## config.mk

```make
export PLATFORM = sky130hd
export DESIGN_NAME = encoder_and_long_press_navigator_top
export DESIGN_NICKNAME = d
export VERILOG_FILES = /design/src/encnav_pkg.sv /design/src/encnav_cfg.sv /design/src/encnav_step.sv /design/src/encoder_and_long_press_navigator_top.sv
export SDC_FILE = /design/constraint.sdc
export NUM_CORES = 1
export LEC_CHECK = 0
export ABC_AREA = 1
export BUFFER_PORTS_ARGS = -buffer_cell sky130_fd_sc_hd__buf_4
export CAP_MARGIN = 20
export CORE_MARGIN = 1.5
export CORE_UTILIZATION = 39
export CTS_CLUSTER_SIZE = 8
export DETAILED_ROUTE_END_ITERATION = 16
export GPL_TIMING_DRIVEN = 0
export PLACE_DENSITY_LB_ADDON = 0.15
export SETUP_SLACK_MARGIN = 0.4
export SLEW_MARGIN = 20
export SYNTH_ARGS = -nofsm -noshare
export SYNTH_HDL_FRONTEND = slang
export SYNTH_HIERARCHICAL = 1
export SYNTH_SLANG_ARGS = --single-unit
```

## constraint.sdc

```tcl
create_clock -name clk -period 12.3 [get_ports clk]
set_input_delay 1.845 -clock clk [delete_from_list [all_inputs] [get_ports clk]]
set_output_delay 1.845 -clock clk [all_outputs]
set_load 0.05 [all_outputs]
```

## src/encnav_pkg.sv

```systemverilog
`timescale 1ns / 1ps
// Shared types, constants and small arithmetic helpers for the encoder and
// long-press navigator. No dependencies.
package encnav_pkg;

	localparam int unsigned MAX_SCREENS = 16;
	localparam int unsigned SCREEN_LIMIT = (MAX_SCREENS < 16) ? MAX_SCREENS : 16;
	localparam logic [4:0] SCREEN_LIMIT_W = 5'(SCREEN_LIMIT);
	localparam logic [16:0] PRESS_MAX = 17'h1FFFF;

	localparam int unsigned CFG_DATA_W = 16;
	localparam int unsigned CFG_IDX_W = 3;

	typedef enum logic [CFG_IDX_W-1:0] {
		REG_SCREEN_COUNT = 3'd0,
		REG_EDGE_QUIET   = 3'd1,
		REG_POLL_PERIOD  = 3'd2,
		REG_SHORT_MIN    = 3'd3,
		REG_LONG_PRESS   = 3'd4
	} cfg_reg_t;

	typedef enum logic {
		ACT_EDGE = 1'b0,
		ACT_POLL = 1'b1
	} action_t;

	typedef struct packed {
		logic [4:0]  num_screens;
		logic [9:0]  edge_quiet_ms;
		logic [9:0]  poll_period_ms;
		logic [15:0] short_min_ms;
		logic [15:0] long_press_ms;
	} cfg_t;

	typedef struct packed {
		logic        action;
		logic        data_level;
		logic [31:0] time_ms;
		logic        button_level;
	} item_t;

	typedef struct packed {
		logic [3:0] screen;
		logic       edge_accepted;
		logic       short_click;
		logic       alarm_fire;
	} result_t;

	// Clamp the programmed count into 1..SCREEN_LIMIT.
	function automatic logic [4:0] eff_count(logic [4:0] sc);
		logic [4:0] n;
		n = sc;
		if (n == 5'd0)
			n = 5'd1;
		if (n > SCREEN_LIMIT_W)
			n = SCREEN_LIMIT_W;
		return n;
	endfunction

	// Four-step restoring remainder of a 4-bit value by n (1..16).
	function automatic logic [3:0] mod_n(logic [3:0] x, logic [4:0] n);
		logic [4:0] r;
		r = '0;
		for (int i = 3; i >= 0; i--) begin
			r = {r[3:0], x[i]};
			if (r >= n)
				r = r - n;
		end
		return r[3:0];
	endfunction

	// a + b modulo n, with a and b already below n.
	function automatic logic [3:0] add_wrap(logic [3:0] a, logic [3:0] b, logic [4:0] n);
		logic [4:0] s;
		s = {1'b0, a} + {1'b0, b};
		if (s >= n)
			s = s - n;
		return s[3:0];
	endfunction

endpackage

```

## src/encnav_cfg.sv

```systemverilog
`timescale 1ns / 1ps
// Configuration register file for the navigator.
// Depends on encnav_pkg.
module encnav_cfg (
	input  logic                                clk,
	input  logic                                arst_n,
	input  logic                                cfg_we,
	input  logic [encnav_pkg::CFG_IDX_W-1:0]    cfg_index,
	input  logic [encnav_pkg::CFG_DATA_W-1:0]   cfg_data,
	output encnav_pkg::cfg_t                    cfg
);
	import encnav_pkg::*;

	cfg_t cfg_q;

	always_ff @(posedge clk or negedge arst_n) begin
		if (!arst_n) begin
			cfg_q.num_screens    <= 5'd4;
			cfg_q.edge_quiet_ms  <= 10'd50;
			cfg_q.poll_period_ms <= 10'd100;
			cfg_q.short_min_ms   <= 16'd50;
			cfg_q.long_press_ms  <= 16'd3000;
		end else if (cfg_we) begin
			// unknown indexes drop the write
			unique case (cfg_index)
				REG_SCREEN_COUNT: cfg_q.num_screens    <= cfg_data[4:0];
				REG_EDGE_QUIET:   cfg_q.edge_quiet_ms  <= cfg_data[9:0];
				REG_POLL_PERIOD:  cfg_q.poll_period_ms <= cfg_data[9:0];
				REG_SHORT_MIN:    cfg_q.short_min_ms   <= cfg_data;
				REG_LONG_PRESS:   cfg_q.long_press_ms  <= cfg_data;
				default: ;
			endcase
		end
	end

	assign cfg = cfg_q;

endmodule

```

## src/encnav_step.sv

```systemverilog
`timescale 1ns / 1ps
// Navigator state and the single-pass update for one edge or poll item.
// Depends on encnav_pkg.
module encnav_step (
	input  logic                 clk,
	input  logic                 arst_n,
	input  logic                 en,
	input  encnav_pkg::item_t    item,
	input  encnav_pkg::cfg_t     cfg,
	output encnav_pkg::result_t  res
);
	import encnav_pkg::*;

	logic [31:0] last_edge_q;
	logic [3:0]  pending_q;
	logic [3:0]  screen_q;
	logic [16:0] press_q;
	logic        alarm_q;

	logic [31:0] last_edge_d;
	logic [3:0]  pending_d;
	logic [3:0]  screen_d;
	logic [16:0] press_d;
	logic        alarm_d;

	logic [4:0]  n;
	logic [3:0]  p_red;
	logic [3:0]  s_red;
	logic [3:0]  s_moved;
	logic [31:0] elapsed;
	logic [17:0] press_sum;
	logic [16:0] press_sat;
	logic        accepted;
	logic        click;
	logic        fire;

	always_comb begin
		n         = eff_count(cfg.num_screens);
		p_red     = mod_n(pending_q, n);
		s_red     = mod_n(screen_q, n);
		elapsed   = item.time_ms - last_edge_q;
		press_sum = {1'b0, press_q} + {8'd0, cfg.poll_period_ms};
		press_sat = (press_sum > {1'b0, PRESS_MAX}) ? PRESS_MAX : press_sum[16:0];

		last_edge_d = last_edge_q;
		pending_d   = pending_q;
		screen_d    = screen_q;
		press_d     = press_q;
		alarm_d     = alarm_q;
		accepted    = 1'b0;
		click       = 1'b0;
		fire        = 1'b0;
		s_moved     = s_red;

		unique case (action_t'(item.action))
			ACT_EDGE: begin
				if (elapsed > {22'd0, cfg.edge_quiet_ms}) begin
					accepted    = 1'b1;
					last_edge_d = item.time_ms;
					if (item.data_level)
						pending_d = add_wrap(p_red, 4'd1, n);
					else
						pending_d = (p_red == 4'd0) ? 4'(n - 5'd1) : p_red - 4'd1;
				end
			end
			ACT_POLL: begin
				pending_d = '0;
				if (p_red != 4'd0) begin
					s_moved  = add_wrap(s_red, p_red, n);
					screen_d = s_moved;
				end
				if (!item.button_level) begin
					press_d = press_sat;
					if ((press_sat >= {1'b0, cfg.long_press_ms}) && !alarm_q) begin
						alarm_d = 1'b1;
						fire    = 1'b1;
					end
				end else begin
					if ((press_q >= {1'b0, cfg.short_min_ms}) &&
					    (press_q < {1'b0, cfg.long_press_ms})) begin
						screen_d = add_wrap(s_moved, 4'd1, n);
						click    = 1'b1;
					end
					press_d = '0;
					alarm_d = 1'b0;
				end
			end
			default: ;
		endcase
	end

	always_ff @(posedge clk or negedge arst_n) begin
		if (!arst_n) begin
			last_edge_q <= '0;
			pending_q   <= '0;
			screen_q    <= '0;
			press_q     <= '0;
			alarm_q     <= 1'b0;
		end else if (en) begin
			last_edge_q <= last_edge_d;
			pending_q   <= pending_d;
			screen_q    <= screen_d;
			press_q     <= press_d;
			alarm_q     <= alarm_d;
		end
	end

	assign res.screen        = screen_d;
	assign res.edge_accepted = accepted;
	assign res.short_click   = click;
	assign res.alarm_fire    = fire;

endmodule

```

## src/encoder_and_long_press_navigator_top.sv

```systemverilog
`timescale 1ns / 1ps
// Top level of the encoder and long-press navigator: input register, state
// update and result register. Depends on encnav_pkg, encnav_cfg, encnav_step.
//
// Usage:
// - Input channel (in_valid/in_ready) carries one item per transfer: an encoder
//   falling edge (action 0, data_level, time_ms) or a poll tick (action 1,
//   button_level). Unused fields of an item are ignored.
// - Output channel (out_valid/out_ready) returns exactly one result per item:
//   screen index after the item plus edge_accepted, short_click, alarm_fire.
// - The input register takes the item at the transfer; the result register
//   loads from the state update once it is free, and out_valid rises with it.
//   Throughput: one item per cycle while the receiver keeps taking results,
//   set by the single registered pass from the input register through the
//   state update into the result register.
// - When the receiver stalls, the result register holds and the input register
//   takes one more item; in_ready then drops until the result is taken.
// - Configuration (cfg_we, cfg_index, cfg_data) writes a register in one cycle
//   and should be done while no item is in flight.
// - Reset clears all state, screen index 0, and loads the default registers;
//   no clearing pass is needed, items are taken right after reset.
module encoder_and_long_press_navigator_top (
	input  logic                                clk,
	input  logic                                arst_n,
	input  logic                                in_valid,
	output logic                                in_ready,
	input  logic                                action,
	input  logic                                data_level,
	input  logic [31:0]                         time_ms,
	input  logic                                button_level,
	output logic                                out_valid,
	input  logic                                out_ready,
	output logic [3:0]                          screen,
	output logic                                edge_accepted,
	output logic                                short_click,
	output logic                                alarm_fire,
	input  logic                                cfg_we,
	input  logic [encnav_pkg::CFG_IDX_W-1:0]    cfg_index,
	input  logic [encnav_pkg::CFG_DATA_W-1:0]   cfg_data
);
	import encnav_pkg::*;

	cfg_t    cfg;
	item_t   item_s1;
	logic    valid_s1;
	result_t res;
	result_t res_s2;
	logic    valid_s2;
	logic    adv;

	// advance the stage-1 item when the result register is free
	assign adv      = valid_s1 && (!valid_s2 || out_ready);
	assign in_ready = !valid_s1 || adv;

	always_ff @(posedge clk or negedge arst_n) begin
		if (!arst_n) begin
			valid_s1 <= 1'b0;
			valid_s2 <= 1'b0;
		end else begin
			if (in_ready)
				valid_s1 <= in_valid;
			if (adv)
				valid_s2 <= 1'b1;
			else if (out_ready)
				valid_s2 <= 1'b0;
		end
	end

	always_ff @(posedge clk) begin
		if (in_valid && in_ready) begin
			item_s1.action       <= action;
			item_s1.data_level   <= data_level;
			item_s1.time_ms      <= time_ms;
			item_s1.button_level <= button_level;
		end
		if (adv)
			res_s2 <= res;
	end

	encnav_cfg u_cfg (
		.clk       (clk),
		.arst_n    (arst_n),
		.cfg_we    (cfg_we),
		.cfg_index (cfg_index),
		.cfg_data  (cfg_data),
		.cfg       (cfg)
	);

	encnav_step u_step (
		.clk    (clk),
		.arst_n (arst_n),
		.en     (adv),
		.item   (item_s1),
		.cfg    (cfg),
		.res    (res)
	);

	assign out_valid     = valid_s2;
	assign screen        = res_s2.screen;
	assign edge_accepted = res_s2.edge_accepted;
	assign short_click   = res_s2.short_click;
	assign alarm_fire    = res_s2.alarm_fire;

endmodule

```

* Word level (Yosys, flattened, before mapping) *
Index checks and enable logic that the tools add are counted.
W data, S select, Z words.

storage, ports and cells
  input port bits = 59
  output and inout bits = 9
  bits in registers = 159
  word-level logic and storage cells = 119

cells by class
  bitwise logic cells = 1
  multiplexer cells = 32
  order comparisons = 17
  reduce and logical (&&, ||, !) cells = 26
  equality and inequality tests = 5
  $add $sub $neg = 18

operators with widths
  operator                number
  $mux W4                 20
  $ge A5 B5 Y1            9
  $sub A4 B4 Y4           9
  $ge A17 B16 Y1          2
  $mux W17                2
  $gt A32 B10 Y1          1
  $sub A32 B32 Y32        1
  $add A17 B10 Y18        1
  $gt A18 B17 Y1 const B  1
  $lt A17 B16 Y1          1
  $reduce_and A2 Y1       8
  $add A4 B1 Y5 const B   2
  $ge A1 B5 Y1            2
  $mux W5                 2
  $pmux W4 S2             1
  $sub A1 B4 Y4           2
  $sub A4 B1 Y4 const B   2
  $mux W1                 7
  $eq A3 B2 Y1 const B    2
  $reduce_and A3 Y1       2
  $add A4 B4 Y5           1
  $gt A5 B5 Y1 const B    1
  $logic_not A5 Y1        1
  $logic_and A1 B1 Y1     4
  11 further kinds        15

* Logic depth before layout (Yosys ltp) *
Gate-level depths: netlist (run 1).

  depth after elaboration = 23
  mapped depth = 68
  mapped depth without buffers = 68

* Modules after synthesis *
Netlist (run 1), hierarchy kept.

by module, submodules not included
  module                                cells each  sequential area each (µm²)  area an instance (µm²)  instances
  encnav_step                           1,413       1,451.4                     9,340.2                 1
  encnav_cfg                            258         1,447.6                     2,307.2                 1
  encoder_and_long_press_navigator_top  54          1,311.3                     1,356.3                 1

* Least setup slack after synthesis (run 1) *
Ideal clock, no wire load.

  kind = register -> register
  start = register u_cfg.cfg_q (netlist bit u_cfg/cfg[56])
  end = register res_s2 (netlist bit screen[1]) (data pin)
  buffers on the path = 0
  data arrival time = 9.498 ns
  setup time = 0.267 ns
  data required time = 12.033 ns
  path slack = 2.534 ns
  period minus slack after synthesis = 9.766 ns
  stages on the path, launching flop included = 58
  cells stage by stage = dfrtp_1 > nor2_1 > inv_1 > ha_1 > xnor2_1 > nor2_1 > ha_1 > nand2_1 > inv_1 > a21oi_1 > nand3_1 > o21ai_0 > inv_1 > ha_1 > nand2_1 > inv_1 > nand3_1 > nor2_1 > [22 not listed] > o21ai_0 > inv_1 > nand2_1 > nand2_1 > ha_1 > or2_1 > nand2_1 > inv_1 > ha_1 > nand2_1 > nor2_1 > a211oi_1 > o21ai_0 > a21oi_1 > mux2_2 > nand3b_1 > nand3_1 > o21ai_0

RTL lines
  what                  RTL line                                    RTL
  from (decl)           encnav_cfg.sv:14                            cfg_t cfg_q;
  to (signal assigned)  encoder_and_long_press_navigator_top.sv:77  res_s2 <= res;
  to (decl)             encoder_and_long_press_navigator_top.sv:47  result_t res_s2;

==> flow_metrics.tcl, run 1 <==
set metrics [dict create \
    synth_edf_count 42 \
    wire_per_inst_um 14.6 \
    cp-startpoint "u_cfg/cfg[53]" \
    status "complete, no violations" \
    layout_commonest_cell "nand2_1" \
    viasPerCell 4.92 \
    clk_path_buf_depth 2 \
    fin_util 0.452 \
    initial_core_util 0.398 \
    drive_gt1_frac 0.133 \
    tns_ns 0 \
    timing.critical_path.mode_cell "nand2_1" \
    port-buffer-count 67 \
    cts_sinks 159 \
    wirelength_mm 33.3 \
    grt_pass1_wl_mm 55.0 \
    rows 66 \
    cpPeakStageDelay_ns 0.40 \
    synth_seq_cells 159 \
    clock_skew_ns 0.0189 \
    slew_violations 0 \
    grt_util_all_layers 0.204 \
    first_iter_violations 690 \
    worstSetupEndpointType "flop" \
    rsz0062_at_grt "no" \
    setup_viol_count_final 0 \
    r2r_end "screen[1]" \
    grt_antenna_before_repair 0 \
    synth_warnings 6 \
    crit_arrival_ns 11.04 \
    gp_congestion 0.925 \
    worst_pin_slew_ns 1.02 \
    synth_cell_types 56 \
    hold_depth 2 \
    diodes 0 \
    synth-seq-area-share 0.324 \
    avgSynthCellArea_um2 7.54 \
    async_flop_share 0.736 \
    syn2layout_area_growth_pct 13.7 \
    min_period_over_period 0.882 \
    die_y_um 186 \
    slowest_stage "dfrtp_1" \
    path_clk_slew_ns 0.07 \
    final_nets 2045 \
    hp-start "u_cfg/cfg[17]" \
    hold_buffers 0 \
    ys.flop_type "dfrtp_1" \
    cts_buffers 17 \
    maxCapViolCount 0 \
    grt_remaining_overflow 0 \
    io_pins 68 \
    fp.dieArea_mm2 0.0344 \
    coreArea_mm2 0.0327 \
    vias 11200 \
    syn_nets 1951 \
    post-dp-hpwl_mm 26.3 \
    r2r_cells 63 \
    firstDrtPassIters 5 \
    min_path_type "reg -> reg" \
    fmax_mhz 92.2 \
    path_class "reg -> reg" \
    grt_pass1_vias 10800 \
    hold-path-endpoint "u_cfg/cfg[17]" \
    finalCriticalPeriod_ns 10.85 \
    hold_viol 0 \
    cts_tree "built" \
    r2r_setup_slack_ns 1.45 \
    final_cell_mix "488 x nand2_1, 249 x inv_1, 155 x ha_1" \
    slew_headroom 0.317 \
    cp.required_ns 12.49 \
    die_w_um 186 \
    grt_max_degree 73 \
    crit_path_start_kind "flop" \
    syn-instance-count 1725 \
    worstReg2RegStart "u_cfg/cfg[53]" \
    final_antenna_net_count 0 \
    cp_max_fo 9 \
    cts-htree-levels 4 \
    insertion_delay_ns 0.46 \
    synth_area_mm2 0.0130 \
    route.detailed.drc 0 \
    cts-root-buf "clkbuf_16" \
]
-- critical path, delay by kind of cell (launching register included) --
kind            cells  cell delay [ns]
buf+inv            10             0.97
fa+ha+maj          10             2.78
mux                 1             0.38
compound gates     12             2.62
xor+xnor            1             0.12
flops               1             0.40
simple gates       29             3.32
-- per-stage QoR --
stage          hold slack [ns]  cell area (um2)  worst slack, ns  cells
2_1_floorplan            0.442            13000             2.53   1725
3_3_place_gp             0.453            14100            0.564   2234
3_5_place_dp             0.457            14100            0.454   2237
4_1_cts                  0.469            14700            0.432   2269
5_1_grt                  0.487            14800            0.405   2274
6_report                 0.466            14800             1.45   2274
-- repair_timing --
item / in CTS / in global routing
gates resized for setup: 0 / 5
endpoints found under the setup margin: 0 / 8
buffers inserted: 0 / 5
endpoints found under the hold margin: 0 / 0
-- layer usage --
metal / GRT usage / wire length (um) / up-vias
met3: 0.0278 / 1080 / 28
li1: - / - / 5817
met1: 0.292 / 17000 / 5162
met5: 0 / 0 / -
met4: 0.0542 / 447 / 0
met2: 0.320 / 14800 / 191
-- cell usage after synthesis, drive strengths merged (2+ instances only) --
master | n | share of area
dfstp | 17 | 0.034
o21ai | 71 | 0.028
and3 | 3 | 0.0014
clkinv | 2 | 0.00058
nand2 | 499 | 0.15
o21bai | 8 | 0.0046
a31oi | 5 | 0.0024
a211oi | 6 | 0.0035
o2111ai | 2 | 0.0013
xor2 | 25 | 0.017
a21boi | 2 | 0.0012
and2 | 4 | 0.0019
a21oi | 117 | 0.054
o22ai | 6 | 0.0029
dfrtp | 100 | 0.19
or2 | 12 | 0.0058
o211ai | 2 | 0.0012
nand3b | 8 | 0.0046
fa | 12 | 0.018
nand4 | 27 | 0.013
nor3 | 10 | 0.0046
nand3 | 116 | 0.048
a41oi | 2 | 0.0013
inv | 268 | 0.077
a21o | 5 | 0.0029
ha | 155 | 0.15
edfxtp | 42 | 0.097
nor4 | 4 | 0.0024
nor2 | 133 | 0.042
a22o | 9 | 0.0061
buf | 22 | 0.015
xnor2 | 19 | 0.013
o21a | 5 | 0.0029
-- cells by family after synthesis --
| kind of cell | share of synthesized area |
|---|---|
| muxes | 0.00164 |
| AOI/OAI and AO/OA | 0.114 |
| adders and majority gates | 0.168 |
| buffers and inverters | 0.0930 |
| xor gates and xnor gates | 0.0296 |
| and+or+nand+nor | 0.270 |
| DFF | 0.324 |
-- state kept, by name (all words and copies together), names as in the netlist --
signal              cells
edge_accepted           1
short_click             1
out_valid               1
u_step/alarm_q          1
u_step/last_edge_q     32
u_step/press_q         17
u_step/pending_q        4
u_cfg/cfg              57
item_s1                35
screen                  4
valid_s1                1
u_step/screen_q         4
alarm_fire              1
-- area by class of cell --
| class | instances | area (um2) |
|---|---|---|
| Fill cell | 3381 | 17900 |
| Multi-Input combinational cell | 1273 | 7610 |
| Sequential cell | 159 | 4210 |
| Buffer | 23 | 196 |
| Timing Repair Buffer | 75 | 607 |
| Clock buffer | 17 | 425 |
| Clock inverter | 15 | 166 |
| Tap cell | 442 | 553 |
| Inverter | 270 | 1020 |
-- how the worst max path moves through the flow --
stage	slack (ns)	endpoint	cells past startpoint
global placement	0.56	screen[1]	59
global route	0.40	screen[1]	63
finish	1.45	screen[1]	63
detailed placement	0.45	screen[1]	59
CTS	0.43	screen[1]	59
floorplan	2.53	screen[1]	57
Power of run 1 is left out: the tool's default activity adds up to more than one toggle a clock period on the data nets, which glitch-free logic cannot reach.
==> run 2, diff against run 1 <==
- clock period: 12.3 -> 13.83 ns (I/O delays scaled with it)
==> run 2 against run 1 <==
Effect of this change: worst hold slack about the same; non-clock buffer count down 5; highest routed layer unchanged; largest cell class unchanged; register-to-register slack improved by 0.97 ns; clock skew is 0.0029 ns lower; via count shrank 0.21%.
==> flow_metrics.tcl, run 2 (synthesized netlist as in run 1, its figures left out) <==
set metrics [dict create \
    status "complete, no violations" \
    slowest_stage "inv_1" \
    wl_met3_mm 1.18 \
    slew_headroom 0.303 \
    cpPeakStageDelay_ns 0.61 \
    io_pins 68 \
    cts_buffers 17 \
    wire_per_inst_um 14.6 \
    r2r_cells 59 \
    cts_sinks 159 \
    fmax_mhz 87.6 \
    min_path_type "reg -> reg" \
    slew_violations 0 \
    crit_buf_inv 9 \
    worst_pin_slew_ns 1.04 \
    grt_pass1_wl_mm 55.0 \
    die_w_um 186 \
    diodes 0 \
    setup_viol_count_final 0 \
    fin_util 0.450 \
    port-buffer-count 67 \
    grt_pass1_vias 10800 \
    clock_skew_ns 0.0160 \
    syn2layout_area_growth_pct 13.3 \
    cp_max_fo 16 \
    cts_resized 0 \
    crit_path_start_kind "flop" \
    gp_congestion 0.925 \
    rsz0062_at_grt "no" \
    route.detailed.drc 0 \
    path_clk_slew_ns 0.07 \
    crit_arrival_ns 11.61 \
    tns_ns 0 \
    largest_reg_flops 57 \
    min_period_over_period 0.825 \
    wl_met2_mm 14.6 \
    grt_max_degree 73 \
    hold_depth 2 \
    grt_remaining_overflow 0 \
    finalCriticalPeriod_ns 11.41 \
    timing.critical_path.mode_cell "nand2_1" \
    insertion_delay_ns 0.46 \
    coreArea_mm2 0.0327 \
    grt_antenna_before_repair 0 \
    cts-root-buf "clkbuf_16" \
    vias 11200 \
    final_cells 2269 \
    grt_util_all_layers 0.204 \
    hold_viol 0 \
    dp.cells 2237 \
    cp.required_ns 14.02 \
    final_nets 2040 \
    post-dp-hpwl_mm 26.3 \
    initial_core_util 0.398 \
    highest_layer "met4" \
    path_class "reg -> reg" \
    firstDrtPassIters 5 \
    worst_slack_ns 2.42 \
    fp.dieArea_mm2 0.0344 \
    die_y_um 186 \
    cts_setup_buffers 0 \
    routedLengthMet1_mm 16.9 \
    viasPerCell 4.93 \
    crit_family "simple AND/OR/NAND/NOR gates" \
    crit_cells 59 \
    final_cell_mix "489 x nand2_1, 250 x inv_1, 155 x ha_1" \
    first_iter_violations 641 \
    cts-htree-levels 4 \
    clk_path_buf_depth 2 \
    final_antenna_net_count 0 \
    worstSetupEndpointType "flop" \
    dp_worst_setup_slack_ns 1.98 \
    maxCapViolCount 0 \
    hold_buffers 0 \
    cts_tree "built" \
    rows 66 \
    wirelength_mm 33.2 \
    drive_gt1_frac 0.129 \
    layout_commonest_cell "nand2_1" \
]
-- run 2: changes by cell type in the layout (fill, tap and decap cells not counted) --
cell / previous run / this run
buf_4: 79 / 74
a21oi_1: 82 / 83
a21oi_2: 35 / 34
clkinvlp_4: 1 / 0
inv_1: 249 / 250
nand2_1: 488 / 489
nand2_2: 11 / 10
nor2_1: 120 / 121
nor2_4: 4 / 3
-- run 2: worst register-to-register path, delay by kind of cell (launching register included) --
family                     cells  cell delay, ns
and+or+nand+nor               28            3.64
muxes                          1            0.40
adders and majority gates      9            2.86
xor gates and xnor gates       1            0.12
DFF                            1            0.47
AOI/OAI and AO/OA             11            2.38
buffers and inverters          9            1.33
-- run 2: final timing paths --
check / slack (ns) / start / end
min in group asynchronous: 1.51 / arst_n / u_step/press_q[5]
hold reg to reg: 0.47 / u_cfg/cfg[17] / u_cfg/cfg[17]
setup reg to reg: 2.42 / u_cfg/cfg[56] / screen[1]
max in group asynchronous: 11.58 / arst_n / u_cfg/cfg[54]
setup / recovery: 2.42 / u_cfg/cfg[56] / screen[1]
hold / removal: 0.47 / u_cfg/cfg[17] / u_cfg/cfg[17]
-- run 2: layer usage --
layer | track usage | vias to the layer above
met1 | 0.292 | 5150
li1 | - | 5806
met2 | 0.320 | 190
met4 | 0.0542 | 0
met3 | 0.0278 | 29
met5 | 0 | -
-- run 2: final cells by class --
type                    instances  area (um2)
multi-input cells            1273        7590
inverters                     270        1010
clock buffers                  17         425
well taps                     442         553
flip-flops and latches        159        4210
plain buffers                  23         196
repair buffers                 70         569
fillers                      3385       18000
clock inverters                15         166
-- run 2: per-stage QoR --
step | hold slack, ns | cell area (um2)
floorplan | 0.442 | 13000
global placement | 0.453 | 14100
detailed placement | 0.457 | 14100
CTS | 0.469 | 14700
global route | 0.487 | 14700
finish | 0.466 | 14700
Power of run 2 is left out for the same reason.
